==> src/rtl/swm_pkg.sv <==
// Shared types and constants for the sliding window minimum block
package swm_pkg;

  // Width and reset value of the window size register
  localparam int unsigned WinWidth = 5;
  localparam logic [WinWidth-1:0] WinReset = 5'd4;

  // Broadcast control from the top level to every cell of the chain
  typedef struct packed {
    logic                load;     // a sample transaction is taken this cycle
    logic                restart;  // sample starts a new sequence
    logic [WinWidth-1:0] win;      // effective window, 1..min(MAX_WINDOW, 31)
  } swm_ctrl_t;

endpackage

==> src/rtl/swm_cell.sv <==
// One cell of the candidate chain: holds the sample of a fixed age and its live flag
module swm_cell #(
  parameter int unsigned SAMPLE_WIDTH = 16,
  parameter int unsigned AGE          = 0
) (
  input  logic                           clk_i,
  input  logic                           rst_ni,
  input  swm_pkg::swm_ctrl_t             ctrl_i,
  input  logic signed [SAMPLE_WIDTH-1:0] sample_i,
  input  logic                           prev_alive_i,
  input  logic signed [SAMPLE_WIDTH-1:0] prev_val_i,
  output logic                           alive_o,
  output logic signed [SAMPLE_WIDTH-1:0] val_o,
  output logic                           alive_next_o,
  output logic signed [SAMPLE_WIDTH-1:0] val_next_o
);
  import swm_pkg::*;

  localparam bit IsHead = (AGE == 0);

  logic                           alive_q, alive_d;
  logic signed [SAMPLE_WIDTH-1:0] val_q, val_d;
  logic                           keep;

  // A candidate survives the shift unless it expires, a restart wipes it,
  // or the new sample is not larger than it. The head always holds the new sample.
  always_comb begin
    if (IsHead) begin
      keep = 1'b1;
    end else begin
      keep = prev_alive_i && !ctrl_i.restart && (prev_val_i < sample_i) &&
             (AGE < int'(ctrl_i.win));
    end
    alive_d = ctrl_i.load ? keep       : alive_q;
    val_d   = ctrl_i.load ? prev_val_i : val_q;
  end

  // Live flag
  always_ff @(posedge clk_i or negedge rst_ni) begin
    if (!rst_ni) begin
      alive_q <= 1'b0;
    end else begin
      alive_q <= alive_d;
    end
  end

  // Sample value
  always_ff @(posedge clk_i) begin
    val_q <= val_d;
  end

  assign alive_o      = alive_q;
  assign val_o        = val_q;
  assign alive_next_o = alive_d;
  assign val_next_o   = val_d;

endmodule

==> src/rtl/swm_tree.sv <==
// Pipelined select tree that picks the oldest live candidate of the chain
module swm_tree #(
  parameter int unsigned SAMPLE_WIDTH = 16,
  parameter int unsigned MAX_WINDOW   = 16
) (
  input  logic                           clk_i,
  input  logic                           rst_ni,
  input  logic                           leaf_alive_i [MAX_WINDOW],
  input  logic signed [SAMPLE_WIDTH-1:0] leaf_val_i [MAX_WINDOW],
  input  logic                           push_i,
  output logic                           ready_o,
  output logic                           out_valid_o,
  input  logic                           out_ready_i,
  output logic signed [SAMPLE_WIDTH-1:0] min_o
);

  localparam int unsigned Levels = $clog2(MAX_WINDOW);
  localparam int unsigned Leaves = 1 << Levels;

  logic [Leaves-1:0]              pad_alive;
  logic signed [SAMPLE_WIDTH-1:0] pad_val [Leaves];

  // Heap-ordered nodes: node k has children 2k (younger) and 2k+1 (older)
  logic                           node_alive_q [1:Leaves-1];
  logic signed [SAMPLE_WIDTH-1:0] node_val_q   [1:Leaves-1];

  // Level 0 is the root, level Levels-1 takes the leaves
  logic [Levels-1:0] lvl_vld_q, lvl_vld_d;
  logic [Levels-1:0] lvl_en;

  // Pad the leaf row up to a power of two with dead entries
  for (genvar i = 0; i < Leaves; i++) begin : g_pad
    if (i < MAX_WINDOW) begin : g_real
      assign pad_alive[i] = leaf_alive_i[i];
      assign pad_val[i]   = leaf_val_i[i];
    end else begin : g_dead
      assign pad_alive[i] = 1'b0;
      assign pad_val[i]   = '0;
    end
  end

  // Each level moves when it is empty or the level closer to the output moves
  always_comb begin
    lvl_en[0] = !lvl_vld_q[0] || out_ready_i;
    for (int l = 1; l < Levels; l++) begin
      lvl_en[l] = !lvl_vld_q[l] || lvl_en[l-1];
    end
  end

  assign lvl_vld_d = Levels'({push_i, lvl_vld_q} >> 1);

  // Level valid flags
  always_ff @(posedge clk_i or negedge rst_ni) begin
    if (!rst_ni) begin
      lvl_vld_q <= '0;
    end else begin
      for (int l = 0; l < Levels; l++) begin
        if (lvl_en[l]) begin
          lvl_vld_q[l] <= lvl_vld_d[l];
        end
      end
    end
  end

  // Select nodes: the older child wins when it is live
  for (genvar k = 1; k < Leaves; k++) begin : g_node
    localparam int unsigned Lvl = $clog2(k + 1) - 1;

    logic                           yng_alive, old_alive;
    logic signed [SAMPLE_WIDTH-1:0] yng_val, old_val;

    if (2 * k >= Leaves) begin : g_leaf
      assign yng_alive = pad_alive[2*k-Leaves];
      assign yng_val   = pad_val[2*k-Leaves];
      assign old_alive = pad_alive[2*k+1-Leaves];
      assign old_val   = pad_val[2*k+1-Leaves];
    end else begin : g_inner
      assign yng_alive = node_alive_q[2*k];
      assign yng_val   = node_val_q[2*k];
      assign old_alive = node_alive_q[2*k+1];
      assign old_val   = node_val_q[2*k+1];
    end

    always_ff @(posedge clk_i) begin
      if (lvl_en[Lvl]) begin
        node_alive_q[k] <= old_alive || yng_alive;
        node_val_q[k]   <= old_alive ? old_val : yng_val;
      end
    end
  end

  assign ready_o     = lvl_en[Levels-1];
  assign out_valid_o = lvl_vld_q[0];
  assign min_o       = node_val_q[1];

endmodule

==> src/rtl/sliding_window_minimum_top.sv <==
// Sliding window minimum: a chain of age-ordered candidate cells and a select tree.
// Each result is registered through every level of the select tree after its sample
// transaction is taken.
// Throughput: one sample per cycle unless the output stalls; the tree levels act as buffer stages under stall.
// Reset: window_size returns to 4, fill count and all candidate flags clear at once.
module sliding_window_minimum_top #(
  parameter int unsigned MAX_WINDOW   = 16,
  parameter int unsigned SAMPLE_WIDTH = 16
) (
  input  logic                                clk_i,
  input  logic                                rst_ni,
  // configuration write
  input  logic                                cfg_valid_i,
  output logic                                cfg_ready_o,
  input  logic [swm_pkg::WinWidth-1:0]        cfg_window_size_i,
  // sample input
  input  logic                                in_valid_i,
  output logic                                in_ready_o,
  input  logic signed [SAMPLE_WIDTH-1:0]      sample_i,
  input  logic                                restart_i,
  // result output
  output logic                                out_valid_o,
  input  logic                                out_ready_i,
  output logic signed [SAMPLE_WIDTH-1:0]      window_min_o
);
  import swm_pkg::*;

  localparam int unsigned FillW = $clog2(MAX_WINDOW + 1);
  localparam logic [FillW-1:0] FillMax = FillW'(MAX_WINDOW);
  localparam logic [WinWidth-1:0] WinCap =
    (MAX_WINDOW > 31) ? 5'd31 : WinWidth'(MAX_WINDOW);

  logic [WinWidth-1:0] window_size_q;
  logic [WinWidth-1:0] win_eff;
  logic [FillW-1:0]    fill_q, fill_d;
  logic                in_accept;
  logic                emit;
  logic                tree_ready;
  swm_ctrl_t           cell_ctrl;

  logic                           cell_alive      [MAX_WINDOW];
  logic signed [SAMPLE_WIDTH-1:0] cell_val        [MAX_WINDOW];
  logic                           cell_alive_next [MAX_WINDOW];
  logic signed [SAMPLE_WIDTH-1:0] cell_val_next   [MAX_WINDOW];

  // Configuration register, always writable
  assign cfg_ready_o = 1'b1;

  always_ff @(posedge clk_i or negedge rst_ni) begin
    if (!rst_ni) begin
      window_size_q <= WinReset;
    end else if (cfg_valid_i && cfg_ready_o) begin
      window_size_q <= cfg_window_size_i;
    end
  end

  // Zero means one, anything above the chain length means the whole chain
  always_comb begin
    if (window_size_q == '0) begin
      win_eff = WinWidth'(1);
    end else if (window_size_q > WinCap) begin
      win_eff = WinCap;
    end else begin
      win_eff = window_size_q;
    end
  end

  assign in_ready_o = tree_ready;
  assign in_accept  = in_valid_i && in_ready_o;

  // Samples since restart, saturating at the chain length
  always_comb begin
    if (restart_i) begin
      fill_d = FillW'(1);
    end else if (fill_q == FillMax) begin
      fill_d = fill_q;
    end else begin
      fill_d = fill_q + 1'b1;
    end
  end

  assign emit = (fill_d >= FillW'(win_eff));

  always_ff @(posedge clk_i or negedge rst_ni) begin
    if (!rst_ni) begin
      fill_q <= '0;
    end else if (in_accept) begin
      fill_q <= fill_d;
    end
  end

  assign cell_ctrl = '{load: in_accept, restart: restart_i, win: win_eff};

  // Candidate chain: cell i holds the sample of age i
  for (genvar i = 0; i < MAX_WINDOW; i++) begin : g_cell
    logic                           prev_alive;
    logic signed [SAMPLE_WIDTH-1:0] prev_val;

    if (i == 0) begin : g_head
      assign prev_alive = 1'b1;
      assign prev_val   = sample_i;
    end else begin : g_body
      assign prev_alive = cell_alive[i-1];
      assign prev_val   = cell_val[i-1];
    end

    swm_cell #(
      .SAMPLE_WIDTH (SAMPLE_WIDTH),
      .AGE          (i)
    ) u_cell (
      .clk_i        (clk_i),
      .rst_ni       (rst_ni),
      .ctrl_i       (cell_ctrl),
      .sample_i     (sample_i),
      .prev_alive_i (prev_alive),
      .prev_val_i   (prev_val),
      .alive_o      (cell_alive[i]),
      .val_o        (cell_val[i]),
      .alive_next_o (cell_alive_next[i]),
      .val_next_o   (cell_val_next[i])
    );
  end

  // Oldest live candidate is the window minimum
  swm_tree #(
    .SAMPLE_WIDTH (SAMPLE_WIDTH),
    .MAX_WINDOW   (MAX_WINDOW)
  ) u_tree (
    .clk_i        (clk_i),
    .rst_ni       (rst_ni),
    .leaf_alive_i (cell_alive_next),
    .leaf_val_i   (cell_val_next),
    .push_i       (in_accept && emit),
    .ready_o      (tree_ready),
    .out_valid_o  (out_valid_o),
    .out_ready_i  (out_ready_i),
    .min_o        (window_min_o)
  );

endmodule

==> config.mk <==
export PLATFORM = sky130hd
export DESIGN_NAME = sliding_window_minimum_top
export DESIGN_NICKNAME = d
export VERILOG_FILES = /design/src/rtl/swm_pkg.sv /design/src/rtl/swm_cell.sv /design/src/rtl/swm_tree.sv /design/src/rtl/sliding_window_minimum_top.sv
export SDC_FILE = /design/constraint.sdc
export NUM_CORES = 1
export LEC_CHECK = 0
export BUFFER_PORTS_ARGS = -buffer_cell sky130_fd_sc_hd__clkbuf_2
export CAP_MARGIN = 10
export CELL_PAD_IN_SITES_DETAIL_PLACEMENT = 1
export CELL_PAD_IN_SITES_GLOBAL_PLACEMENT = 1
export CORE_UTILIZATION = 45
export DETAILED_ROUTE_END_ITERATION = 7
export MAX_ROUTING_LAYER = met4
export PLACE_DENSITY_LB_ADDON = 0.25
export SYNTH_ARGS = -nofsm -noshare
export SYNTH_HDL_FRONTEND = slang
export SYNTH_SLANG_ARGS = --single-unit
==> constraint.sdc <==
create_clock -name clk_i -period 4.7 [get_ports clk_i]
set_input_delay 0.47 -clock clk_i [delete_from_list [all_inputs] [get_ports clk_i]]
set_output_delay 0.47 -clock clk_i [all_outputs]
set_load 0.01 [all_outputs]
# Yosys cells after proc, flatten, opt, wreduce, memory -nomap -nowiden
# Memory sizes are Yosys's and may differ from the RTL's.
# Cells that the tools add are included.
dict set report classes {
  add_sub_neg 1
  magnitude_cmp 32
  eq_ne 1
  n_mux 59
  reduce_logical 72
}
# cell count
set ops {}
lappend ops {{$mux 16} 31}
lappend ops {{$lt 16x16->1} 15}
lappend ops {{$logic_and 1x1->1} 47}
lappend ops {{$lt 4x5->1 const A} 8}
lappend ops {{$mux 1} 24}
lappend ops {{$lt 3x5->1 const A} 4}
lappend ops {{$mux 5} 4}
lappend ops {{$logic_or 1x1->1} 19}
lappend ops {{$lt 2x5->1 const A} 2}
lappend ops {{$add 5x1->5 const B} 1}
lappend ops {{$eq 5x5->1 const B} 1}
lappend ops {{$ge 5x5->1} 1}
lappend ops {{$gt 5x5->1 const B} 1}
lappend ops {{$logic_not 1->1} 5}
lappend ops {{$logic_not 5->1} 1}
lappend ops {{$lt 1x5->1 const A} 1}
dict set report totals {
  ff_bits 286
  ramBits 255
  input_bits 27
  mem_count 2
}
# memory depth width rd rd_ports_with_merged_regs wr line
set mem_list {}
lappend mem_list {u_tree.node_val_q 15 16 15 0 15 swm_tree.sv:25} ;# logic signed [SAMPLE_WIDTH-1:0] node_val_q [1:Leaves-1];
lappend mem_list {u_tree.node_alive_q 15 1 14 0 15 swm_tree.sv:24} ;# logic node_alive_q [1:Leaves-1];

# Logic depth before layout (Yosys ltp)
dict set report depth {
  ltp_word 8
  ltp_mapped 13
}

# Cells and area by module
# Synthesis repeated with hierarchy kept, for this count alone.
dict set report hier_totals {
  cells_unflattened 2079
  hier_area_um2 27408.8
}
# mod n_inst cells_each area_each_um2 seq_area_each_um2
set by_module_without_submodules {}
lappend by_module_without_submodules {swm_tree 1 545 11461.0 7637.3}
lappend by_module_without_submodules {{swm_cell (g_cell[12].u_cell)} 1 95 1012.2 345.3}
lappend by_module_without_submodules {{swm_cell (g_cell[9].u_cell)} 1 95 1009.7 345.3}
lappend by_module_without_submodules {{swm_cell (g_cell[13].u_cell)} 1 95 1004.7 345.3}
lappend by_module_without_submodules {{swm_cell (g_cell[14].u_cell)} 1 93 997.2 345.3}
lappend by_module_without_submodules {{swm_cell (g_cell[8].u_cell)} 1 98 994.7 345.3}
lappend by_module_without_submodules {{swm_cell (g_cell[10].u_cell)} 1 99 974.7 345.3}
lappend by_module_without_submodules {{swm_cell (g_cell[4].u_cell)} 1 97 974.7 345.3}
lappend by_module_without_submodules {{swm_cell (g_cell[2].u_cell)} 1 96 973.4 345.3}
lappend by_module_without_submodules {{swm_cell (g_cell[6].u_cell)} 1 95 965.9 345.3}
lappend by_module_without_submodules {{swm_cell (g_cell[1].u_cell)} 1 93 960.9 345.3}
lappend by_module_without_submodules {{swm_cell (g_cell[7].u_cell)} 1 92 958.4 345.3}
lappend by_module_without_submodules {{swm_cell (g_cell[15].u_cell)} 1 95 957.2 345.3}
lappend by_module_without_submodules {{swm_cell (g_cell[5].u_cell)} 1 93 957.2 345.3}
lappend by_module_without_submodules {{4 more rows} -- -- -- --}

# Worst setup path after synthesis
# No wires, ideal clock.
dict set report synth_path {
  kind {input to register}
  from {input port out_ready_i}
  to {register, netlist name u_tree.node_alive_q[2][1]}
  arrival_time_ns 3.946
  t_required_ns 3.168
  path_slack_ns -0.778
  path_stages 3
  n_path_buf 0
  cell_sequence {nand2b_4 nor2_4 nand3_1}
}
# element line
set synth_rtl {}
lappend synth_rtl {{start: declaration} sliding_window_minimum_top.sv:23} ;# input logic out_ready_i,

==> impl_summary.log <==
[metrics] overall fraction of global-route tracks in use: 23.4%
[metrics] wire length of the first global-routing pass: 98300 um
[metrics] half-perimeter wire length of the detailed placement result: 45700 um
[metrics] Buf/Inv on CP: 2
[metrics] clock buffer count from CTS: 58
[metrics] Clk Tree Root Cell: clkbuf_16
[metrics] gp weighted congestion: 0.844
[metrics] cell area after technology mapping: 25300 sq um
[metrics] setup TNS: 0 ns
[metrics] number of cells traversed by the worst register-to-register path: 8
[metrics] element type at the critical path start: flip-flop
[metrics] total via count in the routed design: 15234
[metrics] post-synth net total: 2121
[metrics] setup repair bufs after CTS: 0
[metrics] maximum number of pins on one net before global-route repair: 87
[metrics] Max rail drop VDD: 0.310 mV
[metrics] clock tree from TritonCTS: done
[metrics] total detailed-routing wirelength: 63300 um
[metrics] Resize count post-CTS: 0
[metrics] vias in the first global route: 16604
[metrics] Power Density: 576 nW/um^2
[metrics] unrepaired setup endpoints after global routing: no
[metrics] die span in y: 239 um
[metrics] Die Outline Area: 57100 sq um
[metrics] clock sinks: 537
[metrics] via density per instance: 5.56
[metrics] commonest cells after routing, fill and taps aside: mux2_2, dfxtp_1, edfxtp_1
[metrics] mean post-synth cell area: 13.6 sq um
[metrics] layout overhead on the synthesized area: 13.1%
[metrics] clock latency at the later pin of the worst-skew pair: 0.62 ns
[metrics] Slowest Stage Delay on Critical Path: 0.82 ns
[metrics] most used flip-flop cell after synthesis: dfxtp_1
[metrics] Placeable Area: 55300 sq um
[metrics] Seq/Total Area, Yosys: 53.1%
[metrics] FF+latch count, synth: 537
[metrics] Max-slew headroom: 18.0%
[metrics] leading cell type in the layout, fill and taps excluded: mux2_2
[metrics] final cell utilization of the core: 51.7%
[metrics] overflow left after global routing: 0
[metrics] number of optimization iterations in the first detailed-route pass: 5
[metrics] number of endpoints with negative hold slack in the final report: 0
[metrics] synthesized instance count: 1862
[metrics] Async S/R FF share, synth: 5.59%
[metrics] clk_skew: 0.0299 ns
[metrics] fin nets: 2202
[metrics] max cap viols: 0
[metrics] number of antenna violations at the first check in global routing: 4
[metrics] CP top delay family: compound AO/OA/AOI/OAI gates
[metrics] sequence of cells on the critical path: nand2b_4, nor2_4, inv_4, o21ai_4, buf_4, nand2_1, o211ai_2, mux2_2
[metrics] buffers added on ports: 44
[metrics] data required time at the worst endpoint: 5.04 ns
[metrics] critical path class: reg2reg
[metrics] max-slew violation count: 0
[metrics] Setup violations, final: 0
[metrics] class of the worst hold path: in2async
[metrics] CTS H-tree lvls: 2
[metrics] achievable frequency: 0.261 GHz
[metrics] starting density of the core: 45.7%
[metrics] worst hold slack after final layout: 0.0152 ns
[metrics] CTS clock-pin slew for the worst setup and hold paths: 0.06 ns
[metrics] library cells used by synthesis: 77
[metrics] Leakage Power: 0.0121 uW
[metrics] violation count after the first detailed-routing iteration: 675
[metrics] remaining design rule violation count: 0
[metrics] fraction of final layout cells with drive strength greater than 1: 33.8%
[metrics] number of warnings printed during yosys synthesis: 0
[metrics] number of enable-type register cells in the synthesized netlist: 251
[metrics] Arr. time, crit path: 4.18 ns
[metrics] Tightest Pin Transition: 1.23 ns
[metrics] critical path depth: 8
[metrics] run status: finished, final reports clean
[metrics] routed len/inst: 23.1 um
[metrics] Core Rows: 86
[metrics] fin crit period: 3.83 ns
[metrics] maximum net fanout on the critical path: 43
[metrics] worst-case clock buffer depth: 3
[metrics] Final ANT Viol Nets: 0
[metrics] width of the chip: 239 um
[metrics] number of buffers inserted for hold repair after clock tree synthesis: 0
[metrics] critical path's slowest cell: o21ai_4
[metrics] number of ports placed on the die boundary: 46
[metrics] CP endpoint kind: flip-flop
[metrics] post-route fraction of the period consumed by the critical path: 81.6%
## through the flow
step                worst slack (ns)  power (uW)  std cells  area, sq um
finish                         0.865       16400       2741        28600
CTS                            0.827       16600       2740        28600
detailed placement             0.599       11600       2631        26500
floorplan                       1.00       10100       1862        25300
global placement               0.697       11400       2631        26500
global route                   0.643       17400       2741        28600
## cells by family after synthesis
family | count (synthesis) | synth area share [%]
AO/OA/AOI/OAI | 244 | 6.34
XOR/XNOR | 4 | 0.139
flip-flops | 537 | 53.1
buffers and inverters | 100 | 1.79
multiplexers | 494 | 22.2
AND/OR/NAND/NOR | 250 | 4.97
other | 1 | 0.0148
adder cells (fa/ha/maj) | 232 | 11.5
## area by class of cell
| class | instances | area [sq um] |
|---|---|---|
| clock buffer | 75 | 1580 |
| antenna | 1 | 2.50 |
| tap | 748 | 936 |
| sequential | 537 | 13400 |
| timing repair buffer | 85 | 603 |
| fill | 5573 | 26700 |
| clock inverter | 34 | 470 |
| inverter | 36 | 138 |
| multi-input combinational | 1225 | 11400 |
## synthesized netlist by cell type (20+ instances only)
library cell | n | area (sq um)
a21o_1 | 22 | 165
a21oi_1 | 60 | 300
buf_2 | 35 | 175
clkbuf_1 | 21 | 78.8
dfrtp_1 | 29 | 726
dfxtp_1 | 256 | 5120
edfxtp_1 | 251 | 7540
ha_1 | 232 | 2900
inv_1 | 34 | 128
mux2_2 | 468 | 5270
nand2_1 | 90 | 338
nand2b_1 | 24 | 150
nand3_1 | 20 | 100
nand4_1 | 27 | 169
nor2_1 | 34 | 128
o21ai_0 | 60 | 300
## flip-flops by register name, summed over array words and instances, names as in the netlist, named ones only
name                   cells
u_tree.node_val_q        240
u_tree.lvl_vld_q           4
g_cell.u_cell.val_o      256
window_size_q              5
g_cell.u_cell.alive_o      8
fill_q                     5
u_tree.node_alive_q       11
## worst paths after layout
path                                       startpoint                    endpoint  slack [ns]
max                               u_tree.lvl_vld_q[0]    u_tree.node_val_q[5][31]        0.87
min                                            rst_ni                   fill_q[3]        0.02
max reg2reg                       u_tree.lvl_vld_q[0]    u_tree.node_val_q[5][31]        0.87
min reg2reg                g_cell[15].u_cell.val_o[2]  g_cell[15].u_cell.val_o[2]        0.47
max in group asynchronous                      rst_ni                   async pin        4.06
min in group clk_i               cfg_window_size_i[4]            window_size_q[4]        0.10
## power breakdown
| group | internal, uW | switching, uW |
|---|---|---|
| combinational | 2000 | 1850 |
| clock | 3010 | 1880 |
| sequential | 6730 | 965 |
## metal layers
layer | wire length [um] | up-vias | GRT usage, % | share of wire [%]
li1 | - | 7242 | - | -
met1 | 29200 | 7691 | 30.4 | 46
met2 | 30600 | 215 | 38.4 | 48
met3 | 1920 | 86 | 2.75 | 3.0
met4 | 1600 | 0 | 6.66 | 2.5
met5 | 0 | - | - | 0
(Power assumes the default switching activity.)
